===== src/rtl/srec_pkg.sv =====
`timescale 1ns / 1ps
// ----------------------------------------------------------------------------
// srec_pkg
// Types, codes and character helpers shared by the S-record line parser.
// ----------------------------------------------------------------------------
package srec_pkg;

   localparam logic [7:0]  CHAR_S       = 8'h53;
   localparam logic [7:0]  CHAR_ZERO    = 8'h30;
   localparam logic [7:0]  CHAR_NINE    = 8'h39;
   localparam logic [7:0]  CHAR_UPPER_A = 8'h41;
   localparam logic [7:0]  CHAR_UPPER_F = 8'h46;
   localparam logic [7:0]  CHAR_LOWER_A = 8'h61;
   localparam logic [7:0]  CHAR_LOWER_F = 8'h66;

   localparam logic [7:0]  CHECKSUM_GOOD = 8'hFF;
   localparam logic [31:0] ADDR24_MASK   = 32'h00FF_FFFF;

   localparam logic [3:0]  TYPE_S1 = 4'd1;
   localparam logic [3:0]  TYPE_S2 = 4'd2;
   localparam logic [3:0]  TYPE_S3 = 4'd3;

   localparam logic [1:0]  STATUS_OK  = 2'd0;
   localparam logic [1:0]  STATUS_NA  = 2'd1;
   localparam logic [1:0]  STATUS_BAD = 2'd2;

   localparam logic [9:0]  CHAR_POS_MAX = 10'd1023;
   localparam logic [8:0]  BYTE_POS_MAX = 9'd511;

   typedef struct packed {
      logic        record_end;
      logic [31:0] byte_address;
      logic [7:0]  data_byte;
      logic [1:0]  status;
   } rsp_type;

   typedef struct packed {
      logic       is_hex;
      logic [3:0] nibble;
   } hex_type;

   // A character that is not a hex digit decodes to nibble zero.
   function automatic hex_type hex_decode(input logic [7:0] c);
      hex_type h;
      h.is_hex = 1'b1;
      h.nibble = 4'd0;
      if (c >= CHAR_ZERO && c <= CHAR_NINE) begin
         h.nibble = 4'(c - CHAR_ZERO);
      end else if (c >= CHAR_UPPER_A && c <= CHAR_UPPER_F) begin
         h.nibble = 4'(c - CHAR_UPPER_A + 8'd10);
      end else if (c >= CHAR_LOWER_A && c <= CHAR_LOWER_F) begin
         h.nibble = 4'(c - CHAR_LOWER_A + 8'd10);
      end else begin
         h.is_hex = 1'b0;
      end
      return h;
   endfunction

endpackage


===== src/rtl/srec_out_reg.sv =====
`timescale 1ns / 1ps
// ----------------------------------------------------------------------------
// srec_out_reg
// Result register: holds one result beat until the consumer takes it.
// ----------------------------------------------------------------------------
module srec_out_reg
   import srec_pkg::*;
(
   input  logic    clock,
   input  logic    reset,
   input  logic    load,
   input  rsp_type load_data,
   output logic    slot_free,
   output logic    out_valid,
   input  logic    out_ready,
   output rsp_type out_data
);

   logic    valid_ff;
   logic    valid_in;
   rsp_type data_ff;

   // The slot is free when empty or when its beat leaves in this cycle.
   assign slot_free = !valid_ff || out_ready;

   always_comb begin
      valid_in = valid_ff;
      if (slot_free) begin
         valid_in = load;
      end
   end

   always_ff @(posedge clock) begin
      if (reset) begin
         valid_ff <= 1'b0;
      end else begin
         valid_ff <= valid_in;
      end
      if (slot_free && load) begin
         data_ff <= load_data;
      end
   end

   assign out_valid = valid_ff;
   assign out_data  = data_ff;

endmodule


===== src/rtl/srecord_line_parser.sv =====
`timescale 1ns / 1ps
// ----------------------------------------------------------------------------
// srecord_line_parser
// Decodes one S-record line per run of characters, emitting S1/S2/S3 data
// bytes with their addresses as they are decoded and a verdict at line end.
// ----------------------------------------------------------------------------
//   Channel | Ports  | Beat contents
//   input   | req_*  | tdata[7:0] character, tlast = line end (character ignored)
//   result  | rsp_*  | tdata address/byte/status, tlast = verdict beat
//
// Each beat is decoded in the cycle it is accepted and its result, if any,
// lands in the result register; one beat per clock is sustained unless the result side stalls.
// req_tready drops only while a result waits and rsp_tready is low.
// Reset is synchronous and clears the line state and empties the result register.
// A line-end beat always produces a verdict and returns the line state to reset.
module srecord_line_parser
   import srec_pkg::*;
(
   input  logic        clock,
   input  logic        reset,
   input  logic        req_tvalid,
   output logic        req_tready,
   input  logic [7:0]  req_tdata,   // [7:0] char_code
   input  logic        req_tlast,   // line_end
   output logic        rsp_tvalid,
   input  logic        rsp_tready,
   output logic [47:0] rsp_tdata,   // [31:0] byte_address, [39:32] data_byte,
                                    // [41:40] status, [47:42] zero
   output logic        rsp_tlast    // record_end
);

   logic [9:0]  char_pos_ff,  char_pos_in;
   logic [3:0]  high_nib_ff,  high_nib_in;
   logic [3:0]  rec_type_ff,  rec_type_in;
   logic [7:0]  count_ff,     count_in;
   logic [7:0]  sum_ff,       sum_in;
   logic [31:0] base_ff,      base_in;
   logic [8:0]  byte_pos_ff,  byte_pos_in;
   logic        bad_ff,       bad_in;

   logic        accept;
   logic        slot_free;
   logic        emit;
   rsp_type     result;
   rsp_type     rsp_out;
   hex_type     hex;
   logic [7:0]  byte_val;
   logic        addr_type;
   logic [8:0]  addr_len;
   logic        bad_now;
   logic [7:0]  count_now;

   assign req_tready = slot_free;
   assign accept     = req_tvalid && req_tready;
   assign hex        = hex_decode(req_tdata);
   assign byte_val   = {high_nib_ff, hex.nibble};
   assign addr_type  = (rec_type_ff == TYPE_S1) || (rec_type_ff == TYPE_S2)
                       || (rec_type_ff == TYPE_S3);
   assign addr_len   = 9'(rec_type_ff) + 9'd1;

   always_comb begin
      char_pos_in = char_pos_ff;
      high_nib_in = high_nib_ff;
      rec_type_in = rec_type_ff;
      count_in    = count_ff;
      sum_in      = sum_ff;
      base_in     = base_ff;
      byte_pos_in = byte_pos_ff;
      bad_in      = bad_ff;
      emit        = 1'b0;
      bad_now     = bad_ff;
      count_now   = count_ff;
      result      = '0;

      if (req_tlast) begin
         emit              = 1'b1;
         result.record_end = 1'b1;
         result.status     = STATUS_OK;
         if (bad_ff || char_pos_ff < 10'd4 || char_pos_ff[0]
             || byte_pos_ff != 9'(count_ff) + 9'd1 || sum_ff != CHECKSUM_GOOD) begin
            result.status = STATUS_BAD;
         end else if (addr_type) begin
            if (byte_pos_ff < 9'(rec_type_ff) + 9'd3) begin
               result.status = STATUS_BAD;
            end
         end else begin
            result.status = STATUS_NA;
         end
         char_pos_in = '0;
         high_nib_in = '0;
         rec_type_in = '0;
         count_in    = '0;
         sum_in      = '0;
         base_in     = '0;
         byte_pos_in = '0;
         bad_in      = 1'b0;
      end else if (char_pos_ff == CHAR_POS_MAX) begin
         bad_in = 1'b1;
      end else begin
         char_pos_in = char_pos_ff + 10'd1;
         if (char_pos_ff == 10'd0) begin
            if (req_tdata != CHAR_S) begin
               bad_in = 1'b1;
            end
         end else if (char_pos_ff == 10'd1) begin
            if (req_tdata >= CHAR_ZERO && req_tdata <= CHAR_NINE) begin
               rec_type_in = 4'(req_tdata - CHAR_ZERO);
            end else begin
               rec_type_in = '0;
               bad_in      = 1'b1;
            end
         end else begin
            bad_now = bad_ff || !hex.is_hex;
            bad_in  = bad_now;
            // Even positions from the first hex digit carry the high nibble.
            if (!char_pos_ff[0]) begin
               high_nib_in = hex.nibble;
            end else begin
               if (byte_pos_ff == 9'd0) begin
                  count_now = byte_val;
               end
               count_in = count_now;
               sum_in   = sum_ff + byte_val;
               if (addr_type && byte_pos_ff >= 9'd1 && byte_pos_ff <= addr_len) begin
                  base_in = {base_ff[23:0], byte_val};
                  if (rec_type_ff == TYPE_S2) begin
                     base_in = base_in & ADDR24_MASK;
                  end
               end else if (addr_type && byte_pos_ff > addr_len
                            && byte_pos_ff < 9'(count_now) && !bad_now) begin
                  emit                = 1'b1;
                  result.byte_address = base_ff
                                        + 32'(byte_pos_ff - addr_len - 9'd1);
                  result.data_byte    = byte_val;
                  result.status       = STATUS_OK;
               end
               if (byte_pos_ff != BYTE_POS_MAX) begin
                  byte_pos_in = byte_pos_ff + 9'd1;
               end
            end
         end
      end
   end

   always_ff @(posedge clock) begin
      if (reset) begin
         char_pos_ff <= '0;
         high_nib_ff <= '0;
         rec_type_ff <= '0;
         count_ff    <= '0;
         sum_ff      <= '0;
         base_ff     <= '0;
         byte_pos_ff <= '0;
         bad_ff      <= 1'b0;
      end else if (accept) begin
         char_pos_ff <= char_pos_in;
         high_nib_ff <= high_nib_in;
         rec_type_ff <= rec_type_in;
         count_ff    <= count_in;
         sum_ff      <= sum_in;
         base_ff     <= base_in;
         byte_pos_ff <= byte_pos_in;
         bad_ff      <= bad_in;
      end
   end

   srec_out_reg u_out (
      .clock     (clock),
      .reset     (reset),
      .load      (accept && emit),
      .load_data (result),
      .slot_free (slot_free),
      .out_valid (rsp_tvalid),
      .out_ready (rsp_tready),
      .out_data  (rsp_out)
   );

   assign rsp_tdata = {6'd0, rsp_out.status, rsp_out.data_byte, rsp_out.byte_address};
   assign rsp_tlast = rsp_out.record_end;

endmodule


===== config.mk =====
export PLATFORM = sky130hd
export DESIGN_NAME = srecord_line_parser
export DESIGN_NICKNAME = d
export VERILOG_FILES = /design/src/rtl/srec_pkg.sv /design/src/rtl/srec_out_reg.sv /design/src/rtl/srecord_line_parser.sv
export SDC_FILE = /design/constraint.sdc
export NUM_CORES = 1
export LEC_CHECK = 0
export ABC_AREA = 1
export BUFFER_PORTS_ARGS = -buffer_cell sky130_fd_sc_hd__buf_2
export CAP_MARGIN = 20
export CORE_MARGIN = 4
export CORE_UTILIZATION = 25
export CTS_BUF_LIST = sky130_fd_sc_hd__clkbuf_4
export DETAILED_ROUTE_END_ITERATION = 10
export GPL_ROUTABILITY_DRIVEN = 0
export GPL_TIMING_DRIVEN = 0
export PLACE_DENSITY = 0.44
export SLEW_MARGIN = 20
export SYNTH_ARGS = -nofsm -noshare
export SYNTH_HDL_FRONTEND = slang
export SYNTH_HIERARCHICAL = 1
export SYNTH_SLANG_ARGS = --single-unit

===== constraint.sdc =====
create_clock -name clock -period 13.02 [get_ports clock]
set_clock_uncertainty 0.1 [all_clocks]
set_input_delay 0.651 -clock clock [delete_from_list [all_inputs] [get_ports clock]]
set_output_delay 0.651 -clock clock [all_outputs]
set_load 0.02 [all_outputs]

==> out/metrics.yaml, run 1 <==
seqCellArea_um2: 2833
vdd_drop_max_v: 0.00004352
grt_overflow: 0
hold_path_end: "u_out/out_valid"
whs_path_depth: 2
cts-buffers-inserted: 17
first_iter_violations: 400
portBuffers: 57
slew_headroom: 0.5754
setup_viol: 0
ys.flop_type: "dfxtp_1"
rrSetupSlack_ns: 8.05
drv_cap: 0
max_freq_mhz: 201.1
ys_seq_elements: 120
wirelength_um: 25230
crit_type: "reg -> reg"
multiInputGateArea_um2: 5009
avgSynthCellArea_um2: 7.317
cp_data_arrival_time_ns: 5.20
critPathMaxFanout: 19
cts.clk_slew.worst_paths_ns: 0.14
cts.path.max_buffers: 2
cts_hold_buf: 0
rows: 67
critPathCaptureType: "flip-flop"
finalSetupTns_ns: 0
h-tree-depth: 4
dp_cells: 1682
cts_tree: "built"
min_period_ns: 4.974
vias_per_cell: 4.496
die_y_um: 193.0
tightest_slew_ns: 0.6355
antenna_found_initial: 1
rr_startpoint: "byte_pos_ff[0]"
ctsRootBufferMaster: "clkbuf_4"
yosysTopAreaCell: "dfxtp_1"
dr_total_vias: 7710
finalMaxSlewViolations: 0
drc: 0
first_global_vias: 7389
syn2layout_area_growth_pct: 14.38
first_pass_iters: 7
p_leak_uw: 0.004313
min_period_over_period: 0.3820
ys_warn_count: 6
nets: 1343
required_ns: 13.25
final_common_cell: "nand2_1"
grt_max_degree: 23
wl_per_cell_um: 14.71
status: "completed"
drive_gt1_frac: 0.1295
post_cts_resized: 0
hold_viol: 0
fillers: 3776
yosysUniqueCellTypes: 52
dp_slack_ns: 8.076
rr_endpoint: "u_out/out_data[32]"
synthTopCellsByArea: "dfxtp_1 (18%), edfxtp_1 (15%), nand2_1 (12%)"
synthCells: 1169
min_from: "reset"
grt_setup_unrepaired: "false"
clock-sinks: 120
coreArea_um2: 33620
startpoint_type: "flip-flop"
grt_pass1_wl_um: 39790
synth-edff-count: 43
final_antenna_net_count: 0
syn_area_um2: 8553
synth_seq_area_share: 0.3312
final_cell_mix: "nand2_1 (266), inv_1 (134), nor2_1 (129)"
utilization: 0.2910
clk_latency_ns: 0.58
postCtsSetupBuffers: 0
instances_no_fill: 1715
postLayoutSetupSlackWorst_ns: 8.046
r2r_cells: 22
ys_async_sr_fraction: 0
die_width_um: 193.0
ioPinCount: 64
yosysTopAreaCellShare: 0.1802
die_area_um2: 37240
dp_hpwl_um: 20190
grtUsageTotal: 0.1374
hp-class: "in -> reg"
power_density_nw_per_um2: 97.80
start_util: 0.2544
-- power breakdown --
part           leakage (uW)  switching [uW]  internal [uW]
logic               0.00311             183           86.4
clock network      0.000155             183            103
registers           0.00105            6.05            395
total               0.00431             372            584
-- Yosys cell counts (all sizes together) (8+ instances only) --
cell / number
ha: 74
edfxtp: 43
xor2: 25
nand3: 50
buf: 22
nor2: 138
xnor2: 22
nor3: 24
o21bai: 11
o21ai: 47
o21a: 8
a21oi: 124
clkbuf: 10
dfxtp: 77
nand2: 277
nand4: 22
inv: 144
-- per-layer routing --
metal	part of all wire	vias to the layer above	wire length (um)	global-route usage
met5	0	-	0	0
met3	0.038	26	964	0.02197
met1	0.50	3491	12700	0.1948
li1	-	4035	-	-
met4	0.012	0	303	0.03377
met2	0.45	158	11260	0.2194
-- worst max-delay path by stage --
stage / depth (start not counted) / from / to
finish: 22 / byte_pos_ff[0] / u_out/out_data[32]
global route: 21 / byte_pos_ff[0] / u_out/out_data[41]
CTS: 22 / byte_pos_ff[0] / u_out/out_data[32]
detailed placement: 22 / byte_pos_ff[0] / u_out/out_data[32]
global placement: 17 / byte_pos_ff[0] / u_out/out_data[37]
floorplan: 19 / req_tdata[0] / u_out/out_data[0]
-- registers in the layout, summed over array words and instances (netlist names) --
name / count
u_out/out_data: 43
sum_ff: 8
bad_ff: 1
byte_pos_ff: 9
u_out/out_valid: 1
high_nib_ff: 4
rec_type_ff: 4
count_ff: 8
base_ff: 32
char_pos_ff: 10
-- worst max-delay path, cell delays in order (launching register included) --
cell,delay (ns)
dfxtp_1,0.54
inv_1,0.24
ha_1,0.25
inv_1,0.13
fa_1,0.46
inv_1,0.07
ha_1,0.17
inv_1,0.05
nor2_1,0.14
nand2_1,0.08
nor2_1,0.12
nand3_1,0.12
o21bai_2,0.32
buf_6,0.24
ha_1,0.19
nand2_1,0.10
nor2_1,0.25
nand2_1,0.07
o21ai_0,0.45
a21oi_1,0.19
o21ai_0,0.24
xnor2_1,0.15
nor2_1,0.06
-- kinds of logic after synthesis --
logic type               synth area share
AND/OR/NAND/NOR                    0.2736
AO/OA/AOI/OAI                      0.1442
buffers and inverters             0.08718
flip-flops                         0.3312
adder cells (fa/ha/maj)            0.1153
XOR/XNOR                          0.04813
other                           0.0004384
-- per-stage QoR --
stage | area (um2) | total power, uW | hold WS, ns
2_1_floorplan | 8572 | 604.5 | 0.3445
3_3_place_gp | 9418 | 674.5 | 0.3693
3_5_place_dp | 9499 | 677.2 | 0.3692
4_1_cts | 9781 | 970.1 | 0.1102
5_1_grt | 9783 | 1022 | 0.1265
6_report | 9783 | 956.8 | 0.1646
-- area by class of cell --
class	instances	share of cell area
Antenna cell	1	0.0002558
Tap cell	448	0.05730
Clock buffer	17	0.01305
Sequential cell	120	0.2896
Inverter	145	0.05563
Timing Repair Buffer	60	0.03594
Multi-Input combinational cell	877	0.5120
Buffer	32	0.02059
Clock inverter	15	0.01573
(Power assumes the default switching activity.)
==> run 2, diff against run 1 <==
- ABC_AREA: 1 -> 0
- clock period: 13.02 -> 4.6 ns (I/O delays scaled with it)
==> run 2 against run 1 <==
  * The run now ends with setup timing left
  * Die area decreased by 4.7%
  * Register-to-register slack got worse by 8.2 ns
  * Setup slack got worse by 8.2 ns
  * Non-clock buffer count increased by 56
  * Sequential cell count unchanged
  * Sequential share of layout area decreased by 1.6 points
  * Largest power group unchanged
  * Highest routed layer unchanged
==> out/metrics.yaml, run 2 <==
status: "complete, but fails checks"  # was completed
violations: "setup timing"
ctsRootBufferMaster: "clkbuf_4"  # unchanged
ioPinCount: 64  # unchanged
critical_path.cell_chain: "inv_1 > ha_4 > inv_2 > fa_2 > inv_2 > ha_4 > nand2_1 > or4_4 > a21o_4 > a211oi_4 > buf_4 > or2_4 > ha_4 > a21o_1 > a21oi_2 > o21ai_2 > a221o_1 > o21bai_4 > nand4_1 > and3b_1 > o21ba_1"  # was inv_1 > ha_1 > inv_1 > fa_1 > inv_1 > ha_1 > inv_1 > nor2_1 > nand2_1 > nor2_1 > nand3_1 > o21bai_2 > buf_6 > ha_1 > nand2_1 > nor2_1 > nand2_1 > o21ai_0 > a21oi_1 > o21ai_0 > xnor2_1 > nor2_1
cp_common_cell: "ha_4"
synth_commonest_cells: "nor2_1 (150), dfxtp_1 (77), ha_1 (74)"  # was nand2_1 (266), inv_1 (134), nor2_1 (129)
whs_path_depth: 5  # was 2
portBuffers: 57  # unchanged
seqPwrFrac: 0.492  # was 0.419
cp_top_family: "compound AO/OA/AOI/OAI gates"  # unchanged
wirelength_um: 25440  # was 25230 um
first_iter_violations: 394  # was 400
largest_reg_flops: 43  # unchanged
finalSetupTns_ns: -1.176  # was 0 ns
instances_no_fill: 1509  # was 1715
critPathCaptureType: "flip-flop"  # unchanged
worst-path-buf-inv: 4  # was 5
slowest_stage: "fa_2"  # was dfxtp_1
postLayoutSetupSlackWorst_ns: -0.1978  # was 8.046 ns
min_period_ns: 4.798  # was 4.974 ns
ys.flop_type: "dfxtp_1"  # unchanged
start_util: 0.2557  # was 0.2544
cts.clk_slew.worst_paths_ns: 0.12  # was 0.14 ns
dr_total_vias: 7199  # was 7710
vdd_drop_max_v: 0.00009904  # was 0.00004352 V
finalMaxSlewViolations: 0  # unchanged
critPathMaxFanout: 4  # was 19
clk_latency_ns: 0.54  # was 0.58 ns
syn2layout_area_growth_pct: 28.09  # was 14.38%
dp_cells: 1429  # was 1682
h-tree-depth: 4  # unchanged
final_cell_mix: "nor2_1 (142), dfxtp_1 (72), buf_2 (66)"  # was nand2_1 (266), inv_1 (134), nor2_1 (129)
cts_tree: "built"  # unchanged
min_period_over_period: 1.043  # was 0.3820
ys_seq_elements: 120  # unchanged
hold_path_end: "rec_type_ff[3]"  # was u_out/out_valid
synth_most_common_cell: "nor2_1"  # was nand2_1
tightest_slew_ns: 1.040  # was 0.6355 ns
clock-sinks: 120  # unchanged
power.switching_uw: 709.2  # was 372.4 uW
synth-edff-count: 43  # unchanged
ys_warn_count: 6  # unchanged
finalPower_uw: 2274  # was 956.8 uW
rows: 65  # was 67
max_freq_mhz: 208.4  # was 201.1 MHz
grtUsageTotal: 0.1391  # was 0.1374
slew_headroom: 0.2990  # was 0.5754
synth_seq_area_share: 0.3484  # was 0.3312
die_y_um: 188.3  # was 193.0 um
yosysTopAreaCell: "dfxtp_1"  # unchanged
vias_per_cell: 4.771  # was 4.496
syn_area_um2: 8130  # was 8553 um2
required_ns: 4.80  # was 13.25 ns
slowest_delay_ns: 0.43  # was 0.54 ns
rr_startpoint: "byte_pos_ff[0]"  # unchanged
r2r_cells: 21  # was 22
final_antenna_net_count: 0  # unchanged
cts.path.max_buffers: 2  # unchanged
synthTopCellsByArea: "dfxtp_1 (19%), edfxtp_1 (16%), ha_1 (11%)"  # was dfxtp_1 (18%), edfxtp_1 (15%), nand2_1 (12%)
min_from: "req_tdata[3]"  # was reset
nets: 1150  # was 1343
cts-buffers-inserted: 17  # unchanged
antenna_found_initial: 1  # unchanged
first_pass_iters: 4  # was 7
drive_gt1_frac: 0.2656  # was 0.1295
hold_viol: 0  # unchanged
ys_async_sr_fraction: 0  # unchanged
internal_power_uw: 1565  # was 584.4 uW
power_density_nw_per_um2: 218.4  # was 97.80 nW/um2
yosysUniqueCellTypes: 76  # was 52
wl_per_cell_um: 16.86  # was 14.71 um
coreArea_um2: 31800  # was 33620 um2
p_clk_frac: 0.313  # was 0.300
grt_pass1_wl_um: 39600  # was 39790 um
rr_endpoint: "u_out/out_data[40]"  # was u_out/out_data[32]
p_leak_uw: 0.004162  # was 0.004313 uW
dp_hpwl_um: 17980  # was 20190 um
drv_cap: 0  # unchanged
grt_setup_unrepaired: "true"  # was false
crit_type: "reg -> reg"  # unchanged
hp-class: "in -> reg"  # unchanged
combPwrFrac: 0.195  # was 0.281
netSwitchingFraction: 0.3118  # was 0.3892
final_common_cell: "nor2_1"  # was nand2_1
cp_data_arrival_time_ns: 5.00  # was 5.20 ns
die_area_um2: 35470  # was 37240 um2
yosysTopAreaCellShare: 0.1896  # was 0.1802
avgSynthCellArea_um2: 8.723  # was 7.317 um2
rrSetupSlack_ns: -0.20  # was 8.05 ns
setup_viol: 10  # was 0
die_width_um: 188.3  # was 193.0 um
synthCells: 932  # was 1169
grt_max_degree: 44  # was 23
first_global_vias: 7011  # was 7389
drc: 0  # unchanged
grt_overflow: 0  # unchanged
startpoint_type: "flip-flop"  # unchanged
run 2: kinds of logic after synthesis:
kind of cell               Yosys count  share of synthesized area
DFF                                120                     0.3484
buffers and inverters               80                    0.04201
xor gates and xnor gates            71                    0.07649
AOI/OAI and AO/OA                  236                     0.1924
muxes                                4                   0.004925
adders and majority gates           77                     0.1213
other                                1                  0.0004612
and+or+nand+nor                    343                     0.2141
run 2: area by class of cell:
type | count | area, um2
sequential | 120 | 2846
clock buffer | 20 | 150.1
fill | 3339 | 21390
multi-input combinational | 739 | 5734
inverter | 34 | 135.1
buffer | 42 | 198.9
tap | 435 | 544.3
clock inverter | 12 | 86.33
timing repair buffer | 106 | 715.7
antenna | 1 | 2.502
run 2: how the worst max path moves through the flow:
stage	startpoint	endpoint	slack, ns	cells after the start
2_1_floorplan	rec_type_ff[1]	u_out/out_data[40]	0.007	20
3_3_place_gp	byte_pos_ff[0]	u_out/out_data[39]	-0.99	21
3_5_place_dp	byte_pos_ff[0]	u_out/out_data[39]	-0.93	21
4_1_cts	rec_type_ff[0]	u_out/out_data[40]	-0.22	21
5_1_grt	rec_type_ff[0]	u_out/out_data[27]	-0.35	24
6_report	byte_pos_ff[0]	u_out/out_data[40]	-0.20	21
run 2: worst reg2reg max path, stage by stage (launching register included):
cell      delay [ns]
dfxtp_4         0.37
inv_1           0.16
ha_4            0.19
inv_2           0.05
fa_2            0.43
inv_2           0.09
ha_4            0.13
nand2_1         0.04
or4_4           0.42
a21o_4          0.25
a211oi_4        0.28
buf_4           0.17
or2_4           0.16
ha_4            0.22
a21o_1          0.19
a21oi_2         0.20
o21ai_2         0.08
a221o_1         0.36
o21bai_4        0.18
nand4_1         0.13
and3b_1         0.20
o21ba_1         0.17
run 2: routing by layer:
| metal | share of wire | wire length [um] | GRT usage | vias to the layer above |
|---|---|---|---|---|
| met4 | 0.011 | 282 | 0.03195 | 0 |
| met2 | 0.44 | 11200 | 0.2121 | 138 |
| met1 | 0.51 | 12930 | 0.2048 | 3427 |
| li1 | - | - | - | 3618 |
| met5 | 0 | 0 | 0 | - |
| met3 | 0.041 | 1033 | 0.02482 | 16 |
run 2: repair_timing:
action	CTS	global route
gates resized for setup	72	90
pin swaps	28	34
buffers inserted	28	17
endpoints found under the setup margin	21	61
hold buffers	5	0
endpoints found under the hold margin	4	0
gates cloned	1	1
run 2: through the flow:
stage | hold WS [ns] | instance area [um2] | util | worst slack (ns)
final | 0.06178 | 10410 | 0.3275 | -0.1978
after global routing | 0.06431 | 10410 | 0.3275 | -0.3499
after CTS | 0.01256 | 9846 | 0.3096 | -0.2212
after detailed placement | 0.4060 | 9087 | 0.2858 | -0.9279
after global placement | 0.3940 | 9087 | 0.2858 | -0.9948
after floorplan | 0.1924 | 8258 | - | 0.006851
run 2: power by group through the flow:
stage,registers (uW),logic [uW],clock network [uW]
2_1_floorplan,1160,225,0
6_report,1120,444,712
5_1_grt,1120,487,789
3_3_place_gp,1150,332,0
3_5_place_dp,1150,331,0
4_1_cts,1120,383,740
